<file path="src/design/smoothed_gain_ramp_core_assert.svh">
// assertion helpers shared by the gain ramp design
`ifndef SMOOTHED_GAIN_RAMP_CORE_ASSERT_SVH
`define SMOOTHED_GAIN_RAMP_CORE_ASSERT_SVH

// same-cycle implication, checked out of reset
`define SGR_ASSERT_IMP(name, ante, cons, msg) \
    name: assert property (@(posedge aclk) disable iff (!aresetn) (ante) |-> (cons)) \
        else $error(msg);

// next-cycle implication, checked out of reset
`define SGR_ASSERT_NXT(name, ante, cons, msg) \
    name: assert property (@(posedge aclk) disable iff (!aresetn) (ante) |=> (cons)) \
        else $error(msg);

`endif

</file>
<file path="src/design/sgr_pkg.sv">
`timescale 1ns / 1ps
package sgr_pkg;

    localparam int CHANNELS    = 2;
    localparam int SAMPLE_BITS = 24;

    localparam int SMP_W      = 24;
    localparam int GAIN_W     = 24;
    localparam int FRAC_EXTRA = 16;
    localparam int ACC_W      = GAIN_W + FRAC_EXTRA;
    localparam int STEP_W     = ACC_W + 1;
    localparam int LEN_W      = 16;
    localparam int CNT_W      = $clog2(ACC_W);
    localparam int PROD_W     = SMP_W + GAIN_W + 1;
    localparam int QFRAC      = 20;
    localparam int Q_W        = PROD_W - QFRAC;

    localparam logic [GAIN_W-1:0] UNITY_GAIN   = GAIN_W'(1 << QFRAC);
    localparam logic [LEN_W-1:0]  RAMP_DEFAULT = LEN_W'(2400);

    localparam logic [1:0] KIND_FRAME  = 2'd0;
    localparam logic [1:0] KIND_TARGET = 2'd1;
    localparam logic [1:0] KIND_CANCEL = 2'd2;

    typedef struct packed {
        logic [1:0]              kind;
        logic signed [SMP_W-1:0] sample_ch0;
        logic signed [SMP_W-1:0] sample_ch1;
        logic [GAIN_W-1:0]       new_gain;
    } in_item_t;

    typedef struct packed {
        logic signed [SMP_W-1:0] out_ch0;
        logic signed [SMP_W-1:0] out_ch1;
        logic                    clipped;
    } out_item_t;

    typedef struct packed {
        logic                     start;
        logic signed [STEP_W-1:0] dividend;
        logic [LEN_W-1:0]         divisor;
    } div_req_t;

    typedef struct packed {
        logic                     done;
        logic signed [STEP_W-1:0] quotient;
    } div_rsp_t;

    typedef struct packed {
        logic                    en;
        logic signed [SMP_W-1:0] sample;
        logic [GAIN_W-1:0]       gain;
    } scale_req_t;

    typedef struct packed {
        logic signed [SMP_W-1:0] value;
        logic                    clip;
    } scale_rsp_t;

endpackage

</file>
<file path="src/design/sgr_div.sv">
`timescale 1ns / 1ps
module sgr_div (
    input  logic              aclk,
    input  logic              aresetn,
    input  sgr_pkg::div_req_t req,
    output sgr_pkg::div_rsp_t rsp
);
    import sgr_pkg::*;

    logic              busy_reg, busy_next;
    logic              done_reg, done_next;
    logic              neg_reg, neg_next;
    logic [CNT_W-1:0]  cnt_reg, cnt_next;
    logic [LEN_W-1:0]  rem_reg, rem_next;
    logic [LEN_W-1:0]  dsr_reg, dsr_next;
    logic [ACC_W-1:0]  quo_reg, quo_next;
    logic [LEN_W:0]    trial;
    logic [LEN_W:0]    trial_sub;
    logic              fits;
    logic [STEP_W-1:0] mag;

    // restoring division, one quotient bit per cycle
    always_comb begin
        trial     = {rem_reg, quo_reg[ACC_W-1]};
        trial_sub = trial - {1'b0, dsr_reg};
        fits      = (trial >= {1'b0, dsr_reg});
        mag       = req.dividend[STEP_W-1] ? STEP_W'(-req.dividend) : req.dividend;

        busy_next = busy_reg;
        done_next = 1'b0;
        neg_next  = neg_reg;
        cnt_next  = cnt_reg;
        rem_next  = rem_reg;
        dsr_next  = dsr_reg;
        quo_next  = quo_reg;

        if (req.start) begin
            busy_next = 1'b1;
            neg_next  = req.dividend[STEP_W-1];
            cnt_next  = CNT_W'(ACC_W - 1);
            rem_next  = '0;
            dsr_next  = req.divisor;
            quo_next  = mag[ACC_W-1:0];
        end else if (busy_reg) begin
            rem_next = fits ? trial_sub[LEN_W-1:0] : trial[LEN_W-1:0];
            quo_next = {quo_reg[ACC_W-2:0], fits};
            if (cnt_reg == '0) begin
                busy_next = 1'b0;
                done_next = 1'b1;
            end else begin
                cnt_next = cnt_reg - CNT_W'(1);
            end
        end
    end

    always_ff @(posedge aclk) begin
        neg_reg <= neg_next;
        cnt_reg <= cnt_next;
        rem_reg <= rem_next;
        dsr_reg <= dsr_next;
        quo_reg <= quo_next;
        if (!aresetn) begin
            busy_reg <= 1'b0;
            done_reg <= 1'b0;
        end else begin
            busy_reg <= busy_next;
            done_reg <= done_next;
        end
    end

    // quotient truncates toward zero
    assign rsp.done     = done_reg;
    assign rsp.quotient = neg_reg ? -$signed({1'b0, quo_reg}) : $signed({1'b0, quo_reg});

endmodule

</file>
<file path="src/design/sgr_scale.sv">
`timescale 1ns / 1ps
module sgr_scale (
    input  logic                aclk,
    input  sgr_pkg::scale_req_t req,
    output sgr_pkg::scale_rsp_t rsp
);
    import sgr_pkg::*;

    localparam longint SAT_HI     = (64'sd1 <<< (SAMPLE_BITS - 1)) - 64'sd1;
    localparam longint SAT_LO     = -SAT_HI - 64'sd1;
    localparam int     ROUND_HALF = 1 << (QFRAC - 1);

    logic signed [PROD_W-1:0] prod_reg, prod_next;
    logic signed [PROD_W-1:0] rnd;
    logic signed [Q_W-1:0]    q;

    assign prod_next = req.sample * $signed({1'b0, req.gain});

    always_ff @(posedge aclk) begin
        if (req.en) begin
            prod_reg <= prod_next;
        end
    end

    // round half up, then clamp to the sample range
    always_comb begin
        rnd = prod_reg + PROD_W'(ROUND_HALF);
        q   = rnd[PROD_W-1:QFRAC];
        if (longint'(q) > SAT_HI) begin
            rsp.value = SAT_HI[SMP_W-1:0];
            rsp.clip  = 1'b1;
        end else if (longint'(q) < SAT_LO) begin
            rsp.value = SAT_LO[SMP_W-1:0];
            rsp.clip  = 1'b1;
        end else begin
            rsp.value = q[SMP_W-1:0];
            rsp.clip  = 1'b0;
        end
    end

endmodule

</file>
<file path="src/design/smoothed_gain_ramp_core.sv">
`timescale 1ns / 1ps
// sample frame: the single shared multiplier takes the two channels in turn (S_MUL0, S_MUL1),
//   then S_FIN loads the output register once it is free; no new item is taken until then
// set target with a ramp: S_TGT starts the 40-step shift-subtract divider for the step, S_DIV waits for it
// set target without a ramp, cancel, unused kind: no result
// aresetn is synchronous, active low: unity gain, no ramp, ramp length 2400, output empty
`include "smoothed_gain_ramp_core_assert.svh"
module smoothed_gain_ramp_core (
    input  logic               aclk,
    input  logic               aresetn,
    // input transactions
    input  logic               s_valid,
    output logic               s_ready,
    input  sgr_pkg::in_item_t  s_data,
    // result transactions
    output logic               m_valid,
    input  logic               m_ready,
    output sgr_pkg::out_item_t m_data,
    // ramp length register
    input  logic               cfg_valid,
    output logic               cfg_ready,
    input  logic [15:0]        cfg_ramp_samples
);
    import sgr_pkg::*;

    typedef enum logic [2:0] {
        S_IDLE,
        S_TGT,
        S_DIV,
        S_MUL0,
        S_MUL1,
        S_FIN
    } state_t;

    state_t state_reg, state_next;

    // architectural state
    logic [LEN_W-1:0]         ramp_samples_reg, ramp_samples_next;
    logic [GAIN_W-1:0]        target_reg, target_next;
    logic [ACC_W-1:0]         gain_acc_reg, gain_acc_next;
    logic signed [STEP_W-1:0] ramp_step_reg, ramp_step_next;
    logic [LEN_W-1:0]         ramp_left_reg, ramp_left_next;

    // frame working registers
    logic signed [SMP_W-1:0]  smp0_reg, smp0_next;
    logic signed [SMP_W-1:0]  smp1_reg, smp1_next;
    logic signed [SMP_W-1:0]  res0_reg, res0_next;
    logic                     clip0_reg, clip0_next;

    // output register
    logic                     m_valid_reg, m_valid_next;
    out_item_t                m_data_reg, m_data_next;

    logic [ACC_W-1:0]         target_wide;
    div_req_t                 div_req;
    div_rsp_t                 div_rsp;
    scale_req_t               scale_req;
    scale_rsp_t               scale_rsp;

    // short terms for the checks below
    logic                     frame_accept;
    logic                     last_step;
    logic                     acc_on_target;

    sgr_div u_div (
        .aclk    (aclk),
        .aresetn (aresetn),
        .req     (div_req),
        .rsp     (div_rsp)
    );

    sgr_scale u_scale (
        .aclk (aclk),
        .req  (scale_req),
        .rsp  (scale_rsp)
    );

    // target gain widened to the accumulator format
    assign target_wide = {target_reg, {FRAC_EXTRA{1'b0}}};

    // new transactions only between items; the output register decouples the result side
    assign s_ready   = (state_reg == S_IDLE);
    assign cfg_ready = 1'b1;
    assign m_valid   = m_valid_reg;
    assign m_data    = m_data_reg;

    assign frame_accept  = s_valid && s_ready && (s_data.kind == KIND_FRAME);
    assign last_step     = (ramp_left_reg == LEN_W'(1));
    assign acc_on_target = (gain_acc_reg == target_wide);

    always_comb begin
        state_next        = state_reg;
        ramp_samples_next = cfg_valid ? cfg_ramp_samples : ramp_samples_reg;
        target_next       = target_reg;
        gain_acc_next     = gain_acc_reg;
        ramp_step_next    = ramp_step_reg;
        ramp_left_next    = ramp_left_reg;
        smp0_next         = smp0_reg;
        smp1_next         = smp1_reg;
        res0_next         = res0_reg;
        clip0_next        = clip0_reg;
        m_valid_next      = m_valid_reg && !m_ready;
        m_data_next       = m_data_reg;

        div_req           = '0;
        scale_req.en      = 1'b0;
        scale_req.sample  = smp0_reg;
        scale_req.gain    = gain_acc_reg[ACC_W-1:FRAC_EXTRA];

        unique case (state_reg)
            S_IDLE: begin
                if (s_valid) begin
                    unique case (s_data.kind)
                        KIND_FRAME: begin
                            smp0_next  = s_data.sample_ch0;
                            smp1_next  = s_data.sample_ch1;
                            // advance the ramp before the multiply
                            if (ramp_left_reg != '0) begin
                                ramp_left_next = ramp_left_reg - LEN_W'(1);
                                if (ramp_left_reg == LEN_W'(1)) begin
                                    // last step lands exactly on the target
                                    gain_acc_next  = target_wide;
                                    ramp_step_next = '0;
                                end else begin
                                    gain_acc_next = gain_acc_reg + ramp_step_reg[ACC_W-1:0];
                                end
                            end
                            state_next = S_MUL0;
                        end
                        KIND_TARGET: begin
                            target_next = s_data.new_gain;
                            state_next  = S_TGT;
                        end
                        KIND_CANCEL: begin
                            gain_acc_next  = target_wide;
                            ramp_step_next = '0;
                            ramp_left_next = '0;
                        end
                        default: begin
                            // unused kind, dropped
                        end
                    endcase
                end
            end
            S_TGT: begin
                if (gain_acc_reg == target_wide || ramp_samples_reg == '0) begin
                    // already there or no ramp wanted: jump and stop any ramp
                    gain_acc_next  = target_wide;
                    ramp_step_next = '0;
                    ramp_left_next = '0;
                    state_next     = S_IDLE;
                end else begin
                    ramp_left_next   = ramp_samples_reg;
                    div_req.start    = 1'b1;
                    div_req.dividend = $signed({1'b0, target_wide} - {1'b0, gain_acc_reg});
                    div_req.divisor  = ramp_samples_reg;
                    state_next       = S_DIV;
                end
            end
            S_DIV: begin
                if (div_rsp.done) begin
                    ramp_step_next = div_rsp.quotient;
                    state_next     = S_IDLE;
                end
            end
            S_MUL0: begin
                scale_req.en     = 1'b1;
                scale_req.sample = smp0_reg;
                state_next       = S_MUL1;
            end
            S_MUL1: begin
                // left product is ready while the right one is issued
                scale_req.en     = 1'b1;
                scale_req.sample = smp1_reg;
                res0_next        = scale_rsp.value;
                clip0_next       = scale_rsp.clip;
                state_next       = S_FIN;
            end
            S_FIN: begin
                // hold here while the previous result is still waiting
                if (!m_valid_reg || m_ready) begin
                    m_valid_next        = 1'b1;
                    m_data_next.out_ch0 = res0_reg;
                    m_data_next.out_ch1 = (CHANNELS > 1) ? scale_rsp.value : '0;
                    m_data_next.clipped = clip0_reg || ((CHANNELS > 1) && scale_rsp.clip);
                    state_next          = S_IDLE;
                end
            end
            default: begin
                state_next = S_IDLE;
            end
        endcase
    end

    always_ff @(posedge aclk) begin
        smp0_reg   <= smp0_next;
        smp1_reg   <= smp1_next;
        res0_reg   <= res0_next;
        clip0_reg  <= clip0_next;
        m_data_reg <= m_data_next;
        if (!aresetn) begin
            state_reg        <= S_IDLE;
            ramp_samples_reg <= RAMP_DEFAULT;
            target_reg       <= UNITY_GAIN;
            gain_acc_reg     <= {UNITY_GAIN, {FRAC_EXTRA{1'b0}}};
            ramp_step_reg    <= '0;
            ramp_left_reg    <= '0;
            m_valid_reg      <= 1'b0;
        end else begin
            state_reg        <= state_next;
            ramp_samples_reg <= ramp_samples_next;
            target_reg       <= target_next;
            gain_acc_reg     <= gain_acc_next;
            ramp_step_reg    <= ramp_step_next;
            ramp_left_reg    <= ramp_left_next;
            m_valid_reg      <= m_valid_next;
        end
    end

    // no step may linger once the ramp count is exhausted
    `SGR_ASSERT_IMP(a_step_without_ramp, ramp_left_reg == '0, ramp_step_reg == '0, "stray step")
    // the divider only answers while the sequencer waits for it
    `SGR_ASSERT_IMP(a_div_done_state, div_rsp.done, state_reg == S_DIV, "divider done outside wait")
    // a frame goes straight to the multiplier
    `SGR_ASSERT_NXT(a_frame_to_mul, frame_accept, state_reg == S_MUL0, "frame skipped multiply")
    // the last ramp step snaps to the target
    `SGR_ASSERT_NXT(a_ramp_snap, frame_accept && last_step, acc_on_target, "ramp missed target")
    // results are only loaded from the finish step
    `SGR_ASSERT_IMP(a_result_source, $rose(m_valid), $past(state_reg == S_FIN), "result not from finish")

endmodule
</file>
<file path="config.mk">
export PLATFORM = sky130hd
export DESIGN_NAME = smoothed_gain_ramp_core
export DESIGN_NICKNAME = d
export VERILOG_FILES = /design/src/design/sgr_pkg.sv /design/src/design/sgr_div.sv /design/src/design/sgr_scale.sv /design/src/design/smoothed_gain_ramp_core.sv
export VERILOG_INCLUDE_DIRS = /design/src /design/src/design
export SDC_FILE = /design/constraint.sdc
export NUM_CORES = 2
export LEC_CHECK = 0
export BUFFER_PORTS_ARGS = -buffer_cell sky130_fd_sc_hd__buf_2
export CORE_MARGIN = 5
export CORE_UTILIZATION = 46
export CTS_CLUSTER_SIZE = 12
export DETAILED_ROUTE_END_ITERATION = 10
export HOLD_SLACK_MARGIN = 0.15
export SYNTH_ARGS = -nofsm -noshare
export SYNTH_HDL_FRONTEND = slang
export SYNTH_SLANG_ARGS = --single-unit
</file>
<file path="constraint.sdc">
create_clock -name aclk -period 19.7 [get_ports aclk]
set_input_delay 0 -clock aclk [delete_from_list [all_inputs] [get_ports aclk]]
set_output_delay 0 -clock aclk [all_outputs]
set_load 0.1 [all_outputs]
</file>
==> Yosys cells after proc, flatten, opt, wreduce, memory -nomap -nowiden <==
Cells that the tools add are included.
{ "totals": {"register_bits": 392, "output_inout_bits": 52} }
{ "op_classes": {"reduce_logical": 24, "order_cmp": 3, "n_eq_ne": 17, "n_bitwise": 4, "multipliers": 1, "n_mux": 40, "add_sub_neg": 8} }
{ "ops": {"columns": ["op", "n"], "rows": [
  ["$mux 40", 13],
  ["$pmux 40 s2", 3],
  ["$pmux 40 s3", 1],
  ["$mux 58", 2],
  ["$neg 40->40", 2],
  ["$mux 16", 4],
  ["$pmux 16 s2", 2],
  ["$mux 25", 2],
  ["$pmux 25 s2", 1],
  ["$add 49x21->49 const B", 1],
  ["$mul 24x25->49", 1],
  ["$sub 40x40->41", 1],
  ["$add 40x40->40", 1],
  ["$eq 40x40->1", 1],
  ["$gt 29x24->1 const B", 1],
  ["$lt 29x24->1 const B", 1],
  ["$pmux 3 s6", 1],
  ["$ge 17x16->1", 1],
  ["$eq 16x1->1 const B", 1],
  ["$logic_not 16->1", 1],
  ["$reduce_bool 16->1", 1],
  ["$sub 16x1->16 const B", 1],
  ["$sub 16x16->16", 1],
  ["$mux 3", 3],
  ["other kinds (30)", 50]
]} }

==> Logic depth before layout (Yosys ltp) <==
{ "logic_depth": {"depth_word": 7, "ltp_mapped": 33, "ltp_nobuf": 29} }

==> Hierarchy <==
A second synthesis with hierarchy kept.
{ "hier_totals": {"cells_unflattened": 4354, "area_unflattened_um2": 39848.2} }
{ "modules_own_cells": {"columns": ["module", "seq_area_each_um2", "cells_each", "area_per_inst_um2", "instances"], "rows": [
  ["sgr_scale", 900.9, 2295, 20711.1, 1],
  ["smoothed_gain_ramp_core", 6466.2, 1413, 13355.3, 1],
  ["sgr_div", 2192.1, 646, 5781.8, 1]
]} }

==> Worst setup path after synthesis <==
OpenSTA, ideal clock, no wires.
{ "synth_timing": {"path_type": "flip-flop to flip-flop", "start": "register state_reg[2]", "end": "register u_scale.prod_reg[41] (data pin)", "path_slack_ns": 10.454, "arrival_ns": 8.986, "stages_incl_launch_ff": 33, "period_less_slack_ns": 9.246, "setup_ns": 0.259, "path_cell_list": "dfxtp_1 > clkbuf_1 > nor3b_1 > buf_2 > buf_1 > mux2i_1 > clkbuf_1 > nor2_1 > fa_1 > inv_1 > fa_1 > inv_1 > fa_1 > inv_1 > fa_1 > inv_1 > fa_1 > fa_1 > inv_1 > fa_1 > inv_1 > ha_1 > a21oi_1 > o21ai_0 > nor3_1 > o311ai_0 > and3_1 > o21a_1 > a21o_1 > a221o_1 > a221o_1 > a21oi_1 > xnor2_1"} }
{ "synth_between": {"elab_chain_cells": 3, "word_cells_on_any_way": 4, "cone_classes": "1 x mul; 2 x eq/ne; 1 x mux"} }
{ "synth_lines": {"columns": ["element", "line", "source"], "rows": [
  ["start, declared", "smoothed_gain_ramp_core.sv:35", "state_t state_reg, state_next;"],
  ["start signal, assigned", "smoothed_gain_ramp_core.sv:210", "state_reg <= state_next;"],
  ["$eq 3x3->1 / $eq 3x2->1 (equally long branches)", "smoothed_gain_ramp_core.sv:110", "unique case (state_reg)"],
  ["$pmux 25 s2 (*)", "smoothed_gain_ramp_core.sv:110", null],
  ["$mul 24x25->49 (*)", "sgr_scale.sv:17", "assign prod_next = req.sample * $signed({1'b0, req.gain});"],
  ["via u_scale.prod_next[41]", "sgr_scale.sv:13", "logic signed [PROD_W-1:0] prod_reg, prod_next;"],
  ["end signal, assigned", "sgr_scale.sv:21", "prod_reg <= prod_next;"],
  ["end, declared", "sgr_scale.sv:13", null]
]} }
The timed path passes the listed nets; every way through them passes the cells marked *.
A chain may end at the register's enable or synchronous reset.

==> Worst setup path in the final report <==
Same ends and word-level chain as after synthesis.

==> impl_metrics.env <==
export IMPL_status="finished, final reports clean"
export IMPL_max_slew_margin=0.2801
export IMPL_period_needed_ns=10.00
export IMPL_tightest_slew_ns=1.080
export IMPL_utilization=0.5259
export IMPL_finalSetupViolCount=0
export IMPL_critical_path_endpoint_type="register"
export IMPL_syn_area_sq_mm=0.03871
export IMPL_path_clk_slew_ns=0.06
export IMPL_avgRoutedWirePerCell_um=20.68
export IMPL_async_reset_ff_frac=0
export IMPL_num_rows=106
export IMPL_total_power_uw=6198
export IMPL_final_cell_mix="inv_1 (609), nand2_1 (516), fa_1 (483), nor2_1 (463), ha_1 (285)"
export IMPL_synth_flop_cell="edfxtp_1"
export IMPL_die_area_sq_mm=0.09006
export IMPL_yosys_area_top_type="fa_1"
export IMPL_grt_max_degree=71
export IMPL_cp_max_fo=36
export IMPL_worstPathRequired_ns=20.04
export IMPL_whs_path_depth=6
export IMPL_die_w_um=300.1
export IMPL_instances_no_fill=5632
export IMPL_place_inst=5360
export IMPL_area_delta_synth_final_pct=13.50
export IMPL_drv_cap=0
export IMPL_power_leakage_uw=0.01988
export IMPL_arrival_ns=10.34
export IMPL_largest_register_ffs=49
export IMPL_finalHoldViolCount=0
export IMPL_crit_type="reg -> reg"
export IMPL_drc=0
export IMPL_syn_inst=4277
export IMPL_drt_pass1_iterations=6
export IMPL_routed_wl_mm=116.5
export IMPL_min_to="target_reg[23]$_SDFFE_PN0P_"
export IMPL_grtUsageTotal=0.2572
export IMPL_synth_fp_nets=5140
export IMPL_clock_sinks=373
export IMPL_worstReg2RegStart="state_reg[2]$_SDFFE_PN0P_"
export IMPL_fin_nets=5374
export IMPL_rr_endpoint="u_scale.prod_reg[41]$_DFFE_PN_"
export IMPL_powerDensity_mw_per_mm2=141.0
export IMPL_start_kind="register"
export IMPL_fin_crit_sh=0.5076
export IMPL_final_common_cell="inv_1"
export IMPL_vias_per_cell=5.535
export IMPL_r2r_cells=30
export IMPL_tns_ns=0
export IMPL_die_height_um=300.1
export IMPL_cts_buffers=45
export IMPL_ys_seq_area_frac=0.2469
export IMPL_antenna_left=0
export IMPL_clock_skew_ns=0.02392
export IMPL_htreeDepth=2
export IMPL_synth_area_leaders="fa_1 (25%), edfxtp_1 (16%), ha_1 (9.2%)"
export IMPL_crit_path_frequent_cell="fa_1"
export IMPL_drt_iter0_drc=2371
export IMPL_cts_repair_resized=0
export IMPL_gr_total_overflow=0
export IMPL_io_buffer_count=145
export IMPL_rrSetupSlack_ns=9.70
export IMPL_clockBufferDepth=3
export IMPL_vdd_drop_max_v=0.0001808
export IMPL_synth_edff_count=209
export IMPL_ys_warn_count=0
export IMPL_postCtsSetupRepairBufs=0
export IMPL_timing_final_max_slew_violations=0
export IMPL_clk_latency_ns=0.62
export IMPL_min_path_type="in -> reg"
export IMPL_worstHoldStart="s_data[72]"
export IMPL_grt_antenna_before_repair=5
export IMPL_yosysTopAreaCellShare=0.2498
export IMPL_cts_hold_buf=184
export IMPL_postSynthAreaPerCell_sq_um=9.052
export IMPL_rsz0062_at_grt="false"
export IMPL_slowest_delay_ns=0.92
export IMPL_dr_total_vias=31180
export IMPL_cts_tree="yes"
export IMPL_synth_seq_cells=373
export IMPL_clock_root_buffer="clkbuf_16"
export IMPL_core_area_sq_mm=0.08356
export IMPL_worst_slack_ns=9.700
export IMPL_start_util=0.4633
export IMPL_top_level_ports=147
export IMPL_slowest_stage="mux2i_1"
export IMPL_fmax_ghz=0.1000
export IMPL_grt_pass1_wl_mm=181.2
export IMPL_dp_slack_ns=9.669
export IMPL_grt_pass1_vias=31780
export IMPL_dp_final_hpwl_mm=87.75
export IMPL_layout_drive_gt1_share=0.07677
export IMPL_synth_cell_types=87
export IMPL_gp_congestion=0.9218
==> metrics by stage <==
| stage | hold WS [ns] | cell area (sq um) |
|---|---|---|
| 2_1_floorplan | 0.09887 | 38710 |
| 3_3_place_gp | 0.1772 | 40530 |
| 3_5_place_dp | 0.1781 | 40530 |
| 4_1_cts | 0.1518 | 43920 |
| 5_1_grt | 0.1986 | 43930 |
| 6_report | 0.1856 | 43940 |
==> worst max-delay path, delay by kind of cell, from the launching register on <==
family,cells,cell delay (ns)
AO/OA/AOI/OAI,8,2.16
adder cells (fa/ha/maj),8,3.85
buffers and inverters,8,1.28
multiplexers,1,0.92
XOR/XNOR,1,0.08
flip-flops,1,0.47
AND/OR/NAND/NOR,4,0.94
==> Yosys cell counts, drive strengths merged, types with 6 or more instances <==
cell / number
nand3: 64
edfxtp: 209
a21boi: 12
fa: 483
clkbuf: 185
or4: 11
or2: 10
a311oi: 7
nor2: 467
a221oi: 8
nand2b: 31
mux2: 24
and2: 58
a31oi: 28
nor2b: 14
nand4: 29
o21a: 20
xnor2: 107
mux2i: 44
o31ai: 31
xor2: 83
dfxtp: 164
a211oi: 12
o31a: 9
nor3: 80
a22oi: 31
a21oi: 206
o211ai: 18
buf: 16
o41ai: 11
inv: 613
a21o: 59
nand2: 516
nor4: 24
o21ai: 157
ha: 285
nor3b: 7
o21bai: 14
nand3b: 6
and3: 28
and4: 8
or3: 28
o311ai: 8
a211o: 6
==> worst max path at each step <==
stage / endpoint / startpoint
after global placement: u_scale.prod_reg[41]$_DFFE_PN_ / state_reg[2]$_SDFFE_PN0P_
after global routing: u_scale.prod_reg[41]$_DFFE_PN_ / state_reg[2]$_SDFFE_PN0P_
after CTS: u_scale.prod_reg[41]$_DFFE_PN_ / state_reg[2]$_SDFFE_PN0P_
final: u_scale.prod_reg[41]$_DFFE_PN_ / state_reg[2]$_SDFFE_PN0P_
after detailed placement: u_scale.prod_reg[41]$_DFFE_PN_ / state_reg[2]$_SDFFE_PN0P_
after floorplan: u_scale.prod_reg[41]$_DFFE_PN_ / state_reg[2]$_SDFFE_PN0P_
==> layer usage <==
metal	vias up	global-route usage	wire length, um
li1	14510	-	-
met1	15180	0.3534	49770
met2	1225	0.4030	51470
met3	253	0.06203	10810
met4	0	0.08572	4412
met5	-	0	0
==> cell families (layout without fill, tap and decap cells) <==
group,after synthesis,in the layout,share of synthesized area
flip-flops,373,373,0.2469
AO/OA/AOI/OAI,672,672,0.1101
buffers and inverters,816,1085,0.07973
multiplexers,68,68,0.01836
adder cells (fa/ha/maj),768,768,0.3419
AND/OR/NAND/NOR,1389,1389,0.1599
other,1,7,0.00009686
XOR/XNOR,190,190,0.04298
==> cell type report <==
cell class | count | area [sq um]
clock buffer | 58 | 1247
tap | 1080 | 1351
sequential | 373 | 9559
timing repair buffer | 388 | 3010
clock inverter | 24 | 307.8
inverter | 615 | 2311
fill | 7675 | 39620
antenna | 6 | 15.01
multi-input combinational | 3088 | 26140
==> report_power, final <==
| group | internal (uW) | switching (uW) |
|---|---|---|
| Sequential | 1050 | 89.4 |
| Clock | 519 | 368 |
| Combinational | 1730 | 2450 |
Note: power is estimated with default switching activity, not from simulation.
